==> src/mgba_pkg.sv <==
// ----------------------------------------------------------------------------
// mgba_pkg
// shared widths, codes and word types of the multi-gain bridge averager
// ----------------------------------------------------------------------------
package mgba_pkg;

	localparam int SAMPLE_WIDTH = 24;
	localparam int COUNT_WIDTH  = 16;
	localparam int SLOT_COUNT   = 3;
	localparam int TOTAL_WIDTH  = 16;

	// accumulator holds up to 2**COUNT_WIDTH samples without overflow
	localparam int SUM_WIDTH    = SAMPLE_WIDTH + COUNT_WIDTH;
	// conversion counter reaches the latched sample count
	localparam int CNT_WIDTH    = COUNT_WIDTH + 1;
	// divider runs one sign-fix step plus one step per dividend bit
	localparam int DIV_STEPS    = SUM_WIDTH + 1;
	localparam int DIV_STEP_W   = $clog2(DIV_STEPS + 1);

	localparam int CFG_DATA_W   = COUNT_WIDTH;
	localparam int CFG_INDEX_W  = 1;

	localparam logic [CFG_INDEX_W-1:0] REG_SAMPLES = 1'b0;
	localparam logic [CFG_INDEX_W-1:0] REG_MASK    = 1'b1;

	localparam logic [1:0] OP_START    = 2'd0;
	localparam logic [1:0] OP_SAMPLE   = 2'd1;
	localparam logic [1:0] OP_SHUTDOWN = 2'd2;

	typedef enum logic [1:0] {
		ST_OK        = 2'd0,
		ST_BAD_PARAM = 2'd1,
		ST_BAD_STATE = 2'd2,
		ST_IGNORED   = 2'd3
	} status_t;

	typedef enum logic [1:0] {
		GAIN_NONE = 2'd0,
		GAIN_A128 = 2'd1,
		GAIN_B32  = 2'd2,
		GAIN_A64  = 2'd3
	} gain_t;

	typedef enum logic {
		S_IDLE   = 1'b0,
		S_DIVIDE = 1'b1
	} state_t;

	typedef struct packed {
		logic [1:0]                     operation;
		logic signed [SAMPLE_WIDTH-1:0] sample_value;
		logic [2:0]                     request_source;
	} in_word_t;

	typedef struct packed {
		logic [1:0]                     status;
		logic                           done_res;
		logic signed [SAMPLE_WIDTH-1:0] average_slot0;
		logic signed [SAMPLE_WIDTH-1:0] average_slot1;
		logic signed [SAMPLE_WIDTH-1:0] average_slot2;
		logic [2:0]                     channels_measured;
		logic [2:0]                     source_out;
		logic [TOTAL_WIDTH-1:0]         measurement_total;
		logic [1:0]                     gain_select;
		logic                           busy_res;
	} out_word_t;

endpackage

==> src/mgba_divider.sv <==
// ----------------------------------------------------------------------------
// mgba_divider
// serial restoring divider: signed sum over unsigned count, one bit a cycle,
// quotient truncated toward zero
// ----------------------------------------------------------------------------
module mgba_divider (
	input  logic                                    clk,
	input  logic                                    arst_n,
	input  logic                                    start,
	input  logic signed [mgba_pkg::SUM_WIDTH-1:0]   dividend,
	input  logic [mgba_pkg::COUNT_WIDTH-1:0]        divisor,
	output logic                                    done,
	output logic signed [mgba_pkg::SAMPLE_WIDTH-1:0] quotient
);
	import mgba_pkg::*;

	logic                     busy_q;
	logic                     done_q;
	logic                     neg_q;
	logic [DIV_STEP_W-1:0]    step_q;
	logic [SUM_WIDTH-1:0]     acc_q;
	logic [COUNT_WIDTH-1:0]   rem_q;
	logic [COUNT_WIDTH-1:0]   div_q;

	logic [COUNT_WIDTH:0]     trial;
	logic [COUNT_WIDTH+1:0]   diff;
	logic                     q_bit;

	// shift in the next dividend bit and try the subtraction
	assign trial = {rem_q, acc_q[SUM_WIDTH-1]};
	assign diff  = {1'b0, trial} - {2'b00, div_q};
	assign q_bit = ~diff[COUNT_WIDTH+1];

	always_ff @(posedge clk or negedge arst_n) begin
		if (!arst_n) begin
			busy_q <= 1'b0;
			done_q <= 1'b0;
			step_q <= '0;
		end else begin
			done_q <= 1'b0;
			if (start) begin
				busy_q <= 1'b1;
				step_q <= DIV_STEP_W'(DIV_STEPS);
			end else if (busy_q) begin
				step_q <= step_q - 1'b1;
				if (step_q == DIV_STEP_W'(1)) begin
					busy_q <= 1'b0;
					done_q <= 1'b1;
				end
			end
		end
	end

	always_ff @(posedge clk) begin
		if (start) begin
			acc_q <= dividend;
			neg_q <= dividend[SUM_WIDTH-1];
			rem_q <= '0;
			div_q <= divisor;
		end else if (busy_q) begin
			if (step_q == DIV_STEP_W'(DIV_STEPS)) begin
				// magnitude first
				if (neg_q) begin
					acc_q <= -acc_q;
				end
			end else begin
				acc_q <= {acc_q[SUM_WIDTH-2:0], q_bit};
				rem_q <= q_bit ? diff[COUNT_WIDTH-1:0] : trial[COUNT_WIDTH-1:0];
			end
		end
	end

	assign done     = done_q;
	assign quotient = neg_q ? -acc_q[SAMPLE_WIDTH-1:0] : acc_q[SAMPLE_WIDTH-1:0];

endmodule

==> src/multi_gain_bridge_averager.sv <==
// ----------------------------------------------------------------------------
// multi_gain_bridge_averager
// per-channel averaging of bridge converter samples over up to three gains
// ----------------------------------------------------------------------------
// A start word latches the sample count and channel mask, clears the stored
// averages and selects the first gain (A128, then B32, then A64). Each sample
// word then feeds the running sum: the first sample of a channel is dropped,
// the next N are summed, and the sum divided by N (truncated toward zero) goes
// to the next free slot in measurement order. Every accepted word returns
// exactly one result word showing the state after it. Start, shutdown,
// ignored and summed samples load the result register directly; the
// sample that closes a channel runs the serial divider, one quotient bit per
// cycle over the 40-bit sum plus a sign step, and its result is loaded when
// the divider is done, no word being taken while it runs. Words are taken
// only while the output register is empty or draining in the same cycle.
module multi_gain_bridge_averager (
	input  logic                                  clk,
	input  logic                                  arst_n,
	// input channel
	input  logic                                  in_valid,
	output logic                                  in_stall,
	input  mgba_pkg::in_word_t                    in_data,
	// result channel
	output logic                                  out_valid,
	input  logic                                  out_stall,
	output mgba_pkg::out_word_t                   out_data,
	// configuration writes
	input  logic                                  cfg_we,
	input  logic [mgba_pkg::CFG_INDEX_W-1:0]      cfg_index,
	input  logic [mgba_pkg::CFG_DATA_W-1:0]       cfg_data
);
	import mgba_pkg::*;

	// gain code to its bit in the channel masks
	function automatic logic [2:0] gain_bit(gain_t g);
		logic [2:0] b;
		unique case (g)
			GAIN_A128: b = 3'b001;
			GAIN_B32:  b = 3'b010;
			GAIN_A64:  b = 3'b100;
			default:   b = 3'b000;
		endcase
		return b;
	endfunction

	// priority pick of the next channel still pending
	function automatic gain_t pick_gain(logic [2:0] p);
		gain_t g;
		if (p[0]) begin
			g = GAIN_A128;
		end else if (p[1]) begin
			g = GAIN_B32;
		end else if (p[2]) begin
			g = GAIN_A64;
		end else begin
			g = GAIN_NONE;
		end
		return g;
	endfunction

	// configuration registers
	logic [COUNT_WIDTH-1:0]          cfg_count_q;
	logic [2:0]                      cfg_mask_q;

	// measurement state
	state_t                          state_q, state_d;
	logic                            phase_q, phase_d;
	logic [2:0]                      pending_q, pending_d;
	gain_t                           gain_q, gain_d;
	logic [CNT_WIDTH-1:0]            cnt_q, cnt_d;
	logic signed [SUM_WIDTH-1:0]     sum_q, sum_d;
	logic signed [SAMPLE_WIDTH-1:0]  slot_q [SLOT_COUNT];
	logic signed [SAMPLE_WIDTH-1:0]  slot_d [SLOT_COUNT];
	logic [2:0]                      measured_q, measured_d;
	logic [2:0]                      source_q, source_d;
	logic [TOTAL_WIDTH-1:0]          total_q, total_d;
	logic [COUNT_WIDTH-1:0]          held_cnt_q, held_cnt_d;

	// output register
	logic                            out_valid_q;
	out_word_t                       out_data_q;

	// step control
	logic                            accept;
	logic                            load_out;
	logic                            done_flag;
	status_t                         status;
	logic                            div_start;
	logic                            div_done;
	logic signed [SAMPLE_WIDTH-1:0]  div_quot;
	logic signed [SUM_WIDTH-1:0]     sum_next;
	logic [1:0]                      slot_idx;
	gain_t                           next_gain;

	// words are taken in idle when the result register is free by the edge
	assign in_stall = !((state_q == S_IDLE) && (!out_valid_q || !out_stall));
	assign accept   = in_valid && !in_stall;

	// sample added to the running sum, sign extended
	assign sum_next = sum_q + {{COUNT_WIDTH{in_data.sample_value[SAMPLE_WIDTH-1]}},
		in_data.sample_value};

	// next free slot is the number of channels already stored
	assign slot_idx = 2'(measured_q[0]) + 2'(measured_q[1]) + 2'(measured_q[2]);
	assign next_gain = pick_gain(pending_q);

	always_comb begin
		state_d    = state_q;
		phase_d    = phase_q;
		pending_d  = pending_q;
		gain_d     = gain_q;
		cnt_d      = cnt_q;
		sum_d      = sum_q;
		slot_d     = slot_q;
		measured_d = measured_q;
		source_d   = source_q;
		total_d    = total_q;
		held_cnt_d = held_cnt_q;
		load_out   = 1'b0;
		done_flag  = 1'b0;
		status     = ST_OK;
		div_start  = 1'b0;

		unique case (state_q)
			S_IDLE: begin
				if (accept) begin
					load_out = 1'b1;
					unique case (in_data.operation)
						OP_START: begin
							// parameter check ahead of the state check
							if (cfg_count_q == '0 || cfg_mask_q == '0) begin
								status = ST_BAD_PARAM;
							end else if (phase_q) begin
								status = ST_BAD_STATE;
							end else begin
								for (int i = 0; i < SLOT_COUNT; i++) begin
									slot_d[i] = '0;
								end
								measured_d = '0;
								held_cnt_d = cfg_count_q;
								cnt_d      = '0;
								sum_d      = '0;
								gain_d     = pick_gain(cfg_mask_q);
								pending_d  = cfg_mask_q & ~gain_bit(pick_gain(cfg_mask_q));
								source_d   = in_data.request_source;
								phase_d    = 1'b1;
							end
						end
						OP_SAMPLE: begin
							if (!phase_q) begin
								status = ST_IGNORED;
							end else if (cnt_q == '0) begin
								// settling sample after a gain change is dropped
								cnt_d = CNT_WIDTH'(1);
								sum_d = '0;
							end else if (cnt_q < {1'b0, held_cnt_q}) begin
								cnt_d = cnt_q + 1'b1;
								sum_d = sum_next;
							end else begin
								// last sample of the channel: hand the sum to the divider
								load_out  = 1'b0;
								sum_d     = sum_next;
								div_start = 1'b1;
								state_d   = S_DIVIDE;
							end
						end
						OP_SHUTDOWN: begin
							if (!phase_q) begin
								status = ST_BAD_STATE;
							end else begin
								phase_d = 1'b0;
								gain_d  = GAIN_NONE;
							end
						end
						default: begin
							status = ST_BAD_PARAM;
						end
					endcase
				end
			end
			S_DIVIDE: begin
				if (div_done) begin
					if (slot_idx < 2'(SLOT_COUNT) && gain_q != GAIN_NONE) begin
						slot_d[slot_idx] = div_quot;
						measured_d       = measured_q | gain_bit(gain_q);
					end
					gain_d    = next_gain;
					pending_d = pending_q & ~gain_bit(next_gain);
					cnt_d     = '0;
					sum_d     = '0;
					if (next_gain == GAIN_NONE) begin
						total_d   = total_q + 1'b1;
						phase_d   = 1'b0;
						done_flag = 1'b1;
					end
					load_out = 1'b1;
					state_d  = S_IDLE;
				end
			end
			default: begin
				state_d = S_IDLE;
			end
		endcase
	end

	mgba_divider u_divider (
		.clk      (clk),
		.arst_n   (arst_n),
		.start    (div_start),
		.dividend (sum_next),
		.divisor  (held_cnt_q),
		.done     (div_done),
		.quotient (div_quot)
	);

	// configuration write port
	always_ff @(posedge clk or negedge arst_n) begin
		if (!arst_n) begin
			cfg_count_q <= COUNT_WIDTH'(1);
			cfg_mask_q  <= '0;
		end else if (cfg_we) begin
			unique case (cfg_index)
				REG_SAMPLES: cfg_count_q <= cfg_data;
				REG_MASK:    cfg_mask_q  <= cfg_data[2:0];
				default:     cfg_mask_q  <= cfg_mask_q;
			endcase
		end
	end

	// state register
	always_ff @(posedge clk or negedge arst_n) begin
		if (!arst_n) begin
			state_q    <= S_IDLE;
			phase_q    <= 1'b0;
			pending_q  <= '0;
			gain_q     <= GAIN_NONE;
			cnt_q      <= '0;
			sum_q      <= '0;
			for (int i = 0; i < SLOT_COUNT; i++) begin
				slot_q[i] <= '0;
			end
			measured_q <= '0;
			source_q   <= '0;
			total_q    <= '0;
			held_cnt_q <= '0;
		end else begin
			state_q    <= state_d;
			phase_q    <= phase_d;
			pending_q  <= pending_d;
			gain_q     <= gain_d;
			cnt_q      <= cnt_d;
			sum_q      <= sum_d;
			slot_q     <= slot_d;
			measured_q <= measured_d;
			source_q   <= source_d;
			total_q    <= total_d;
			held_cnt_q <= held_cnt_d;
		end
	end

	// result register, shows the state after the word
	always_ff @(posedge clk or negedge arst_n) begin
		if (!arst_n) begin
			out_valid_q <= 1'b0;
		end else if (load_out) begin
			out_valid_q <= 1'b1;
		end else if (!out_stall) begin
			out_valid_q <= 1'b0;
		end
	end

	always_ff @(posedge clk) begin
		if (load_out) begin
			out_data_q.status            <= status;
			out_data_q.done_res          <= done_flag;
			out_data_q.average_slot0     <= slot_d[0];
			out_data_q.average_slot1     <= slot_d[1];
			out_data_q.average_slot2     <= slot_d[2];
			out_data_q.channels_measured <= measured_d;
			out_data_q.source_out        <= source_d;
			out_data_q.measurement_total <= total_d;
			out_data_q.gain_select       <= gain_d;
			out_data_q.busy_res          <= phase_d;
		end
	end

	assign out_valid = out_valid_q;
	assign out_data  = out_data_q;

	// a running measurement always has a gain selected
	a_gain_while_busy: assert property (@(posedge clk) disable iff (!arst_n)
		phase_q |-> gain_q != GAIN_NONE)
		else $error("measurement running with no gain selected");

	// conversion counter never passes the latched count
	a_cnt_bound: assert property (@(posedge clk) disable iff (!arst_n)
		cnt_q <= {1'b0, held_cnt_q})
		else $error("conversion counter beyond sample count");

	// divider completes only while the sequencer waits for it
	a_div_done_state: assert property (@(posedge clk) disable iff (!arst_n)
		div_done |-> state_q == S_DIVIDE)
		else $error("divider finished outside the divide state");

	// a new result never lands on one that is still held
	a_no_overwrite: assert property (@(posedge clk) disable iff (!arst_n)
		load_out |-> !out_valid_q || !out_stall)
		else $error("result register overwritten while stalled");

endmodule
==> config.mk <==
export PLATFORM = sky130hd
export DESIGN_NAME = multi_gain_bridge_averager
export DESIGN_NICKNAME = d
export VERILOG_FILES = /design/src/mgba_pkg.sv /design/src/mgba_divider.sv /design/src/multi_gain_bridge_averager.sv
export SDC_FILE = /design/constraint.sdc
export NUM_CORES = 1
export LEC_CHECK = 0
export BUFFER_PORTS_ARGS = -buffer_cell sky130_fd_sc_hd__buf_2
export CAP_MARGIN = 20
export CORE_ASPECT_RATIO = 1.25
export CORE_MARGIN = 5
export CORE_UTILIZATION = 50
export CTS_CLUSTER_DIAMETER = 200
export DETAILED_ROUTE_END_ITERATION = 16
export GPL_ROUTABILITY_DRIVEN = 0
export PLACE_DENSITY = 0.69
export SLEW_MARGIN = 20
export SYNTH_ARGS = -nofsm -noshare
export SYNTH_HDL_FRONTEND = slang
export SYNTH_SLANG_ARGS = --single-unit
==> constraint.sdc <==
create_clock -name clk -period 20.8 [get_ports clk]
set_input_delay 1.04 -clock clk [delete_from_list [all_inputs] [get_ports clk]]
set_output_delay 1.04 -clock clk [all_outputs]
set_load 0.02 [all_outputs]
==> metrics.md <==
| Metric | Value |
|---|---|
| Critical Path AT | approximately 4.4 ns |
| RSZ-0062 raised after global routing | false |
| Diodes inserted | 0 |
| Syn nets | 2064 |
| Core Rows | 80 |
| Max Fclk | between 0.2 and 0.25 GHz |
| Starting Density | 0.5069 |
| Worst R2R Path Depth | 9 |
| Clock Power Share | 0.454 |
| Longest Clk Path Bufs | 3 |
| Switch share | 0.2136 |
| Logic gate share of total power | 0.033 |
| Area leader, netlist | dfrtp_1 |
| Top post-synthesis cells by area | dfrtp_1, edfxtp_1, nand2_1 |
| Post-Syn Area | around 19000 µm² |
| H-tree depth | 2 |
| Initial antenna violation count | 0 |
| DP HPWL | ~32000 µm |
| Status | finished, final reports clean |
| Critical Path RT | 21.07 ns |
| Fillers | roughly 3300 |
| Post-synthesis to final-layout area growth | 12.40% |
| GRT Total Usage | 0.2132 |
| Critical R2R Capture | out_data[38] |
| Relative slew slack | 0.3431 |
| Worst R2R Setup Slack | 16.74 ns |
| Via count | 15139 |
| Seq/Total Area, Yosys | 0.5206 |
| CP Buf/Inv Count | 2 |
| Hold-critical path depth | 0 |
| Post-synthesis register bit count | 375 |
| Share of layout cells above drive strength 1 | 0.1349 |
| Mean Syn Cell Area | about 10 µm² |
| Sum Neg Setup Slack | 0 ns |
| Post-Synthesis Cells | about 1900 |
| Maximum fanout along the worst path | 3 |
| Routed wire length | 46300 µm |
| Area after DPL | 20530 µm² |
| Final setup viols | 0 |
| Reg clk slew, reported paths | 0.06 ns |
| Initial DRC Count | 1037 |
| Worst vdd ir | 0.00004472 V |
| Drt pass-1 iters | 5 |
| I/O Pins | 153 |
| Die Ht | ~230 µm |
| Dpl ws | 16.15 ns |
| Final instance area | around 22000 µm² |
| CP Launch Type | primary input |
| PD cells | approximately 70 nW/µm² |
| Clk Tree Root Cell | clkbuf_16 |
| Static Leak | 8.947 nW |
| Total CTS buffers | 38 |
| Port-buffer cells | between 150 and 200 |
| Wire length per cell | 18.08 µm |
| Max cap viols | 0 |
| Sequential Area | 10090 µm² |
| Post-synth EDFFs | 157 |
| Multi-input logic area | 8645 µm² |
| Hold EP | u_divider.div_q[7] |
| Synth warn | 0 |
| Die Width | 186.1 µm |
| Maximum number of pins on one net before global-route repair | 99 |
| Critical Path Stages | 13 |
| PostCTS Resize Cnt | 0 |
| Sequential power share | 0.514 |
| Worst-Margin Slew | 0.9853 ns |
| Worst path top cell family by delay | compound AO/OA/AOI/OAI gates |
| Post-layout min period | 4.095 ns |
| Share of synthesized registers carrying an async set or reset | 0.5387 |
| WHS | between 0.4 and 0.5 ns |
| Hold_sp | held_cnt_q[7] |
| Setup Fix Bufs, Post-CTS | 0 |
| ANT nets after route | 0 |
| Slew Limit Fails | 0 |
| Psw | 324.8 µW |
| Global-route wire length before repair | 75210 µm |
| Vias per inst | 5.914 |
| Post-synth top flop | dfrtp_1 |
| Die area | 42830 µm² |
| Count leader, synth | nand2_1 |
| Cell variety after synth | between 70 and 80 |
| Nets | 2169 |
| Hold Crit Class | reg -> reg |
| Worst path cell trace | buf_2 > ha_1 > inv_1 > fa_1 > nor2b_1 > o31a_1 > o21ai_1 > a2111oi_0 > o2111ai_1 > o41ai_1 > a221oi_2 > xnor2_1 > o21ai_0 |
| Origin of the critical flop-to-flop path | cnt_q[1] |
| Worst skew pair latency | 0.54 ns |
| Synth cell count leaders | nand2_1, dfrtp_1, o21ai_0 |
| DRC Markers | 0 |
| Synth top area share | 0.2595 |
| Final Cycle Share | 0.1969 |
| Core Box Area | between 30000 and 40000 µm² |
| # clock sinks | 375 |
| Internal | approximately 1.2 mW |
| Critical path's largest stage delay | 0.69 ns |
| CTS tree | built |
| Critical path capture point type | flip-flop |
| Slowest stage cell, crit path | a2111oi_0 |
| Fin. Hold Viols | 0 |
| Hold_buf cts | 0 |
| Skew final | roughly 0.014 ns |
| WS Path Type | in -> reg |
| Total gr overflow | 0 |
| Setup WS post-layout | 16.71 ns |
| Vias in the first global route | 14520 |
cells by family after synthesis:
family	after synthesis	synth area share
DFF	375	0.5206
xor gates and xnor gates	107	0.04874
AOI/OAI and AO/OA	562	0.1821
adders and majority gates	79	0.05216
muxes	32	0.01782
and+or+nand+nor	603	0.1429
buffers and inverters	176	0.03569
power groups by stage:
stage | Sequential [mW] | Clock [mW] | Combinational, mW
after global placement | 0.796 | 0 | 0.0485
after global routing | 0.782 | 0.732 | 0.0557
after floorplan | 0.794 | 0 | 0.0272
after CTS | 0.781 | 0.704 | 0.0500
after detailed placement | 0.796 | 0 | 0.0496
final | 0.781 | 0.690 | 0.0495
sequential cells by signal, indices dropped and copies added (netlist names), 2 cells and up:
name and count:
out_data 100, slot_q 72, sum_q 40, u_divider.acc_q 40
cnt_q 17, cfg_count_q 16, held_cnt_q 16, total_q 16
u_divider.div_q 16, u_divider.rem_q 16, u_divider.step_q 6, cfg_mask_q 3
measured_q 3, pending_q 3, source_q 3, gain_q 2
layout by cell type (no fill, tap or decap), drive strengths merged, types with 8 or more instances in the layout:
| cell | n |
|---|---|
| nand2 | 300 |
| o21ai | 208 |
| dfrtp | 201 |
| buf | 171 |
| edfxtp | 157 |
| nor2 | 106 |
| a21oi | 98 |
| o211ai | 77 |
| ha | 76 |
| inv | 70 |
| xnor2 | 60 |
| clkbuf | 50 |
| xor2 | 47 |
| nand3 | 35 |
| a21o | 31 |
| and3 | 26 |
| a211oi | 23 |
| nor3 | 22 |
| or3 | 21 |
| mux2 | 20 |
| o31ai | 19 |
| nand4 | 19 |
| nor4 | 18 |
| dfxtp | 16 |
| o2111ai | 15 |
| clkinv | 15 |
| a22o | 13 |
| o21a | 12 |
| nor2b | 12 |
| mux2i | 12 |
| a31oi | 12 |
| and2 | 8 |
how the worst max path moves through the flow:
stage,from,endpoint,slack [ns]
after detailed placement,in_data[3],u_divider.acc_q[32],16.15
after floorplan,cnt_q[1],out_data[0],11.30
after CTS,cnt_q[1],out_data[62],16.70
after global routing,in_data[3],u_divider.acc_q[32],16.39
final,in_data[3],u_divider.acc_q[32],16.71
after global placement,in_data[3],u_divider.acc_q[32],16.17
layer usage:
layer  wire length, µm  up-vias  GRT usage
met2             22070      465     0.3529
met3              2902       74    0.03051
li1                  -     7236          -
met1             20310     7364     0.2964
met5                 0        -          0
met4              1016        0    0.05490
layout make-up:
cell class,count,share of cell area
flip-flops and latches,375,0.4633
well taps,492,0.02825
clock buffers,49,0.04933
clock inverters,20,0.008212
multi-input cells,1383,0.3968
repair buffers,172,0.04221
inverters,69,0.01189
through the flow:
stage                     power (mW)  cells    util
after floorplan               0.8208   1934       -
after global placement        0.8442   2490  0.5368
after detailed placement      0.8456   2490  0.5368
after CTS                      1.535   2559  0.5696
after global routing           1.570   2560  0.5698
final                          1.521   2560  0.5698
Power figures use the tool's default switching activity.
